**src/hdl/sdm_pkg.sv**
```systemverilog
// ----------------------------------------------------------------------------
// sdm_pkg
// shared types and constants for the signed divide / modulo block
// ----------------------------------------------------------------------------
package sdm_pkg;

    localparam int MAX_BYTES           = 8;
    localparam int DEFAULT_VALUE_BYTES = 8;
    localparam int PORT_WIDTH          = 64;

    localparam logic OP_QUOT = 1'b0;
    localparam logic OP_REM  = 1'b1;

    localparam logic STATUS_OK   = 1'b0;
    localparam logic STATUS_DIV0 = 1'b1;

    typedef enum logic [2:0] {
        S_IDLE,
        S_PREP,
        S_DIV,
        S_FIX
    } sdm_state_t;

    // commands from controller to datapath
    typedef struct packed {
        logic load;
        logic prep;
        logic step;
        logic fix;
    } sdm_cmd_t;

    // status from datapath to controller
    typedef struct packed {
        logic div_zero;
    } sdm_sts_t;

endpackage

```
**src/hdl/sdm_ctrl.sv**
```systemverilog
// ----------------------------------------------------------------------------
// sdm_ctrl
// sequencer: load, sign prep, one quotient bit per cycle, sign fix-up
// ----------------------------------------------------------------------------
module sdm_ctrl
    import sdm_pkg::*;
#(
    parameter int WIDTH = 8 * DEFAULT_VALUE_BYTES
)
(
    input  logic     clk,
    input  logic     rst_n,
    input  logic     start,
    input  sdm_sts_t sts,
    output sdm_cmd_t cmd,
    output logic     busy,
    output logic     done
);

    localparam int CW = $clog2(WIDTH);

    sdm_state_t      state_reg;
    sdm_state_t      state_next;
    logic [CW-1:0]   count_reg;
    logic [CW-1:0]   count_next;
    logic            done_reg;
    logic            done_next;
    logic            last;

    assign last = (count_reg == CW'(WIDTH - 1));

    always_ff @(posedge clk or negedge rst_n)
    begin
        if (!rst_n)
        begin
            state_reg <= S_IDLE;
            count_reg <= '0;
            done_reg  <= 1'b0;
        end
        else
        begin
            state_reg <= state_next;
            count_reg <= count_next;
            done_reg  <= done_next;
        end
    end

    // next state
    always_comb
    begin
        state_next = state_reg;
        unique case (state_reg)
            S_IDLE:
            begin
                if (start)
                    state_next = S_PREP;
            end
            S_PREP:
            begin
                if (sts.div_zero)
                    state_next = S_FIX;
                else
                    state_next = S_DIV;
            end
            S_DIV:
            begin
                if (last)
                    state_next = S_FIX;
            end
            S_FIX:
            begin
                state_next = S_IDLE;
            end
            default:
            begin
                state_next = S_IDLE;
            end
        endcase
    end

    // outputs
    always_comb
    begin
        cmd        = '0;
        count_next = count_reg;
        done_next  = 1'b0;
        unique case (state_reg)
            S_IDLE:
            begin
                cmd.load = start;
            end
            S_PREP:
            begin
                cmd.prep   = 1'b1;
                count_next = '0;
            end
            S_DIV:
            begin
                cmd.step   = 1'b1;
                count_next = count_reg + 1'b1;
            end
            S_FIX:
            begin
                cmd.fix   = 1'b1;
                done_next = 1'b1;
            end
            default:
            begin
                cmd = '0;
            end
        endcase
    end

    assign busy = (state_reg != S_IDLE);
    assign done = done_reg;

    a_accept_prep: assert property (@(posedge clk) disable iff (!rst_n)
        (start && !busy) |=> (state_reg == S_PREP))
        else $error("accepted beat did not enter prep");

    a_done_idle: assert property (@(posedge clk) disable iff (!rst_n)
        done_reg |-> (state_reg == S_IDLE))
        else $error("result strobe while busy");

    a_last_fix: assert property (@(posedge clk) disable iff (!rst_n)
        (state_reg == S_DIV && last) |=> (state_reg == S_FIX))
        else $error("divide loop did not end after last bit");

    a_zero_skip: assert property (@(posedge clk) disable iff (!rst_n)
        (state_reg == S_PREP && sts.div_zero) |=> (state_reg == S_FIX))
        else $error("zero divisor did not skip the divide loop");

endmodule

```
**src/hdl/sdm_dpath.sv**
```systemverilog
// ----------------------------------------------------------------------------
// sdm_dpath
// operand registers, sign prep, restoring divide step and sign fix-up of the result
// ----------------------------------------------------------------------------
module sdm_dpath
    import sdm_pkg::*;
#(
    parameter int WIDTH = 8 * DEFAULT_VALUE_BYTES
)
(
    input  logic                  clk,
    input  sdm_cmd_t              cmd,
    output sdm_sts_t              sts,
    input  logic                  opcode,
    input  logic [PORT_WIDTH-1:0] dividend,
    input  logic                  dividend_signed,
    input  logic [PORT_WIDTH-1:0] divisor,
    input  logic                  divisor_signed,
    output logic [PORT_WIDTH-1:0] result,
    output logic                  result_signed,
    output logic                  status
);

    logic [WIDTH-1:0] a_reg;
    logic [WIDTH-1:0] b_reg;
    logic [WIDTH-1:0] rem_reg;
    logic             op_reg;
    logic             as_reg;
    logic             bs_reg;
    logic             neg_reg;
    logic             zero_reg;
    logic [WIDTH-1:0] res_reg;
    logic             rsgn_reg;
    logic             stat_reg;

    logic             a_neg;
    logic             b_neg;
    logic [WIDTH:0]   trial;
    logic [WIDTH-1:0] mag;

    assign a_neg        = as_reg & a_reg[WIDTH-1];
    assign b_neg        = bs_reg & b_reg[WIDTH-1];
    assign sts.div_zero = (b_reg == '0);

    // shifted partial remainder minus divisor, top bit set means restore
    assign trial = {rem_reg, a_reg[WIDTH-1]} - {1'b0, b_reg};
    assign mag   = (op_reg == OP_QUOT) ? a_reg : rem_reg;

    always_ff @(posedge clk)
    begin
        if (cmd.load)
        begin
            a_reg  <= dividend[WIDTH-1:0];
            b_reg  <= divisor[WIDTH-1:0];
            op_reg <= opcode;
            as_reg <= dividend_signed;
            bs_reg <= divisor_signed;
        end
        if (cmd.prep)
        begin
            a_reg    <= a_neg ? (WIDTH'(0) - a_reg) : a_reg;
            b_reg    <= b_neg ? (WIDTH'(0) - b_reg) : b_reg;
            rem_reg  <= '0;
            zero_reg <= sts.div_zero;
            neg_reg  <= (op_reg == OP_QUOT) ? (a_neg ^ b_neg) : a_neg;
        end
        if (cmd.step)
        begin
            if (!trial[WIDTH])
            begin
                rem_reg <= trial[WIDTH-1:0];
                a_reg   <= {a_reg[WIDTH-2:0], 1'b1};
            end
            else
            begin
                rem_reg <= {rem_reg[WIDTH-2:0], a_reg[WIDTH-1]};
                a_reg   <= {a_reg[WIDTH-2:0], 1'b0};
            end
        end
        if (cmd.fix)
        begin
            if (zero_reg)
            begin
                res_reg  <= '0;
                rsgn_reg <= 1'b0;
                stat_reg <= STATUS_DIV0;
            end
            else
            begin
                res_reg  <= neg_reg ? (WIDTH'(0) - mag) : mag;
                rsgn_reg <= neg_reg;
                stat_reg <= STATUS_OK;
            end
        end
    end

    assign result        = PORT_WIDTH'(res_reg);
    assign result_signed = rsgn_reg;
    assign status        = stat_reg;

endmodule

```
**src/hdl/signed_divide_modulo.sv**
```systemverilog
// ----------------------------------------------------------------------------
// signed_divide_modulo
// truncating divide / modulo of words with per-operand signedness
// ----------------------------------------------------------------------------
// usage:
//   drive opcode, dividend, divisor and their signed flags with start high;
//   the beat is taken at a clock edge where start is high and busy is low.
//   only the low 8*VALUE_BYTES bits of dividend and divisor are used.
//   busy stays high while the item is worked on; one item at a time.
//   sequence: after the accepting edge come a sign prep state, the restoring
//   divide loop at one quotient bit per cycle and a sign fix-up state, then
//   done is high for exactly one cycle with result, result_signed and
//   status. a zero divisor skips the loop and goes straight to fix-up.
//   back to back: a new start is taken in the cycle done is shown; the
//   block takes no new item before the last one is through.
//   the receiver cannot stall; a result must be taken while done is high.
//   reset clears the sequencer and drops busy and done at once.
// ----------------------------------------------------------------------------
module signed_divide_modulo
    import sdm_pkg::*;
#(
    parameter int VALUE_BYTES = DEFAULT_VALUE_BYTES
)
(
    input  logic                  clk,
    input  logic                  rst_n,
    input  logic                  start,
    output logic                  busy,
    input  logic                  opcode,
    input  logic [PORT_WIDTH-1:0] dividend,
    input  logic                  dividend_signed,
    input  logic [PORT_WIDTH-1:0] divisor,
    input  logic                  divisor_signed,
    output logic                  done,
    output logic [PORT_WIDTH-1:0] result,
    output logic                  result_signed,
    output logic                  status
);

    localparam int BYTES = (VALUE_BYTES < 1) ? 1 :
                           (VALUE_BYTES > MAX_BYTES) ? MAX_BYTES : VALUE_BYTES;
    localparam int WIDTH = 8 * BYTES;

    sdm_cmd_t cmd;
    sdm_sts_t sts;

    sdm_ctrl #(
        .WIDTH (WIDTH)
    ) u_ctrl (
        .clk   (clk),
        .rst_n (rst_n),
        .start (start),
        .sts   (sts),
        .cmd   (cmd),
        .busy  (busy),
        .done  (done)
    );

    sdm_dpath #(
        .WIDTH (WIDTH)
    ) u_dpath (
        .clk             (clk),
        .cmd             (cmd),
        .sts             (sts),
        .opcode          (opcode),
        .dividend        (dividend),
        .dividend_signed (dividend_signed),
        .divisor         (divisor),
        .divisor_signed  (divisor_signed),
        .result          (result),
        .result_signed   (result_signed),
        .status          (status)
    );

endmodule

```
**config.mk**
```make
export PLATFORM = sky130hd
export DESIGN_NAME = signed_divide_modulo
export DESIGN_NICKNAME = d
export VERILOG_FILES = /design/src/hdl/sdm_pkg.sv /design/src/hdl/sdm_ctrl.sv /design/src/hdl/sdm_dpath.sv /design/src/hdl/signed_divide_modulo.sv
export SDC_FILE = /design/constraint.sdc
export NUM_CORES = 1
export LEC_CHECK = 0
export BUFFER_PORTS_ARGS = -buffer_cell sky130_fd_sc_hd__buf_2
export CORE_MARGIN = 5
export CORE_UTILIZATION = 54
export CTS_CLUSTER_SIZE = 28
export DETAILED_ROUTE_END_ITERATION = 8
export PLACE_DENSITY = 0.8
export SKIP_CTS_REPAIR_TIMING = 1
export SYNTH_ARGS = -nofsm -noshare
export SYNTH_HDL_FRONTEND = slang
export SYNTH_SLANG_ARGS = --single-unit
```
**constraint.sdc**
```tcl
create_clock -name clk -period 5.9 [get_ports clk]
set_input_delay 0.59 -clock clk [delete_from_list [all_inputs] [get_ports clk]]
set_output_delay 0.59 -clock clk [all_outputs]
set_load 0.01 [all_outputs]
```
==> results <==
- The flow ran to the end, and the final reports show no timing, DRC or antenna violations.
- The clock tree from TritonCTS is yes.
- The number of buffers created by CTS is 30.
- The slew at the pin closest to its max-slew limit is 1060 ps.
- The final layout contains around 2700 nets.
- The leakage power figure is between 8 and 9 nW.
- The net count of the mapped netlist is 2572.
- The synthesized design contains 272 register bits.
- The worst setup path is of the reg -> reg kind.
- In this run the horizontal extent of the chip is 208 um.
- The first-pass GRT wire length is 96600 um.
- Adding up every negative setup slack in the final design gives 0 ps.
- Setup repair after global routing left no endpoint under its margin.
- The pin count of the biggest net entering global routing is approximately 130.
- The initial antenna violation count is 0.
- The clock passes through at most 3 buffers.
- The number of global-route vias before repair was between 15000 and 20000.
- The count of vias placed by the detailed router is approximately 18000.
- The number of optimization iterations in the first detailed-route pass is 5.
- After detailed routing, the total wire length is 62400 um.
- The number of enable flip-flop cells after synthesis is between 200 and 300.
- The worst clock skew is around 25 ps.
- Clock-pin slew was measured on the worst setup and hold paths at ~60 ps.
- The worst setup slack for register-to-register paths is roughly 1500 ps.
- The routability-driven placement congestion ratio is ~0.97.
- The fraction of final layout cells with drive strength greater than 1 is 15.6%.
- The number of top-level pins is 202.
- The distinct cell type count after synthesis is between 90 and 100.
- After layout, the worst path uses between 70 and 80% of the clock period.
- The post-route DRC violation count is 0.
- The port buffer count is ~200.
- The half-perimeter wire length of the detailed placement result is 47800 um.
- The power density normalized to cell area is ~650 nW/um2.
- STA classifies the critical path endpoint as a flip-flop.
- The cell count after synthesis is between 2000 and 2500.
- The die covers 43200 um2.
- For this run, the top clock speed supported by timing is 225 MHz.
- The post-layout minimum cycle time is 4440 ps.
- The residual overflow from global routing is 0.
- The chip height is 208 um.
- The maximum VDD drop is about 0.00051 V.
- Setup violations remaining at the end of the flow were counted as 0.
- The root buffer cell is clkbuf_16.
- The count of endpoints failing hold in the final timing report is 0.
- Compared with the post-synthesis result, the final layout area differs by 10.8%.
- Dividing the detail-routed via count by the number of cells gives roughly 6.1.
- Clock tree synthesis found a total of about 270 sinks.
- During synthesis, Yosys emitted a total of 0 warnings.
- At the later pin of the worst-skew pair, clock insertion delay measures approximately 580 ps.
- The maximum level of the CTS H-tree is 1.
- Of all nets on the critical path, the largest fanout is 46.
- The main flop type after synthesis is edfxtp_1.
- The finished cells cover around 23000 um2.
- For this run, asynchronously set or reset flops after synthesis account for about 3.3%.
- The number of rows in the core area is a little over 70.
- The filler cell count in the final layout is around 3300.
- The starting density of the core is between 50% and 60%.
- The total count of max-transition violations in the final report is 0.
- The count of nets left with antenna violations once routing finished came out at 0.
- In the global route stage, overall resource usage came out at 27.4%.
- After floorplanning, the core was sized to cover between 30000 and 40000 um2.
- After detailed routing, the average wire length per cell comes to between 20 and 25 um.
- The arrival time at the worst endpoint is about 4800 ps.
- The required time of the critical path is about 6200 ps.
- The total of max-cap violations is 0.
- Summing all placed instances gives a cell area of 22300 um2.
- The part of the Yosys area used for sequential elements is 38.4%.
- The post-synthesis area per instance is around 8.9 um2.
- The kind of start point of the critical path is a flip-flop.
- The relative slew slack is 29.2%.
- After synthesis the cells add up to about 21000 um2.
- The iteration-0 DRC count of the detailed router is ~2100.
- The tightest min-delay check is of the in -> reg type.
power by group:
group          total, mW  leakage, nW  internal (mW)  switching [mW]
Sequential          4.73         2.66           3.59            1.13
Combinational       8.49         5.59           3.05            5.44
Clock               2.05        0.526           1.23           0.825
logic make-up after synthesis:
| logic type | Yosys count | share of synthesized area, % |
|---|---|---|
| AO/OA/AOI/OAI | 522 | 14.9 |
| XOR/XNOR | 206 | 8.53 |
| adder cells (fa/ha/maj) | 74 | 4.41 |
| buffers and inverters | 257 | 5.04 |
| flip-flops | 272 | 38.4 |
| multiplexers | 164 | 8.23 |
| AND/OR/NAND/NOR | 869 | 20.5 |
layout make-up:
type,instances,area (um2),share of cell area [%]
clock inverter,23,295,1.26
sequential,272,8120,34.7
timing repair buffer,218,1150,4.90
clock buffer,33,783,3.34
inverter,110,413,1.76
multi-input combinational,1835,12000,51.3
tap,518,648,2.77
antenna,1,2.50,0.0107
through the flow:
stage	std cells	util [%]	total power, mW	worst slack [ps]	hold WS [ps]
6_report	3010	60.5	15.3	1460	217
5_1_grt	3009	60.5	16.2	1150	199
4_1_cts	3008	60.5	15.1	1500	-146
3_5_place_dp	2952	57.7	13.0	1510	453
3_3_place_gp	2952	57.7	12.8	1570	450
2_1_floorplan	2364	-	10.6	752	294
placed cells by master (no fill, tap or decap), types with 10 or more instances in the layout:
master	n
a211oi_1	19
a21o_1	34
a21oi_1	197
a31oi_1	12
buf_2	201
buf_4	15
clkbuf_16	31
edfxtp_1	263
ha_1	69
inv_1	109
mux2_2	65
mux2i_1	96
nand2_1	275
nand2b_1	24
nand3_1	52
nand3b_1	10
nand4_1	39
nor2_1	207
nor2b_1	23
nor3_1	82
nor3b_1	18
nor4_1	26
o211ai_1	13
o21ai_0	125
o21bai_1	14
o22ai_1	22
o31ai_1	24
or2_2	15
or3_1	24
or4_1	20
xnor2_1	171
xor2_1	35
critical path, stage by stage, from the launching register on:
cell      delay, ps
edfxtp_1        520
ha_1            430
a21oi_1         300
o21ai_0         170
or2_2           330
o211ai_1        420
a211oi_1        190
nor4b_2         450
or3_1           540
buf_4           520
o31ai_1         140
and2_1          170
synthesized netlist by cell type (all sizes together), types with 23 or more instances:
cell type,n,area share (%)
edfxtp,263,37
nand2,275,4.9
ha,73,4.3
a21oi,198,4.7
nor4,33,1.3
nor2,208,3.7
xor2,35,1.4
nor3,87,2.2
mux2i,97,4.6
o21ai,128,3.0
buf,47,1.3
a21o,34,1.2
nand2b,25,0.77
inv,109,1.9
o31ai,24,0.85
clkbuf,100,1.8
mux2,67,3.6
or4,23,0.87
or3,25,0.76
nand3,52,1.2
nand4,42,1.4
nor2b,23,0.68
xnor2,171,7.1
path summary, 6_finish.rpt:
kind                                startpoint                   to  cells past startpoint
max                        u_dpath.rem_reg[14]  u_dpath.rem_reg[33]                     11
min                                     opcode       u_dpath.op_reg                      1
max reg2reg                u_dpath.rem_reg[14]  u_dpath.rem_reg[33]                     11
min reg2reg                u_ctrl.count_reg[0]  u_ctrl.count_reg[0]                      1
max in group asynchronous                rst_n  u_ctrl.count_reg[4]                      2
min in group asynchronous                rst_n          u_ctrl.done                      2
layer usage:
metal	GRT usage [%]	share of wire, %
met1	43.0	45
met2	40.2	43
met3	3.86	10
met4	6.14	2.0
met5	0	0
(Power assumes the default switching activity.)
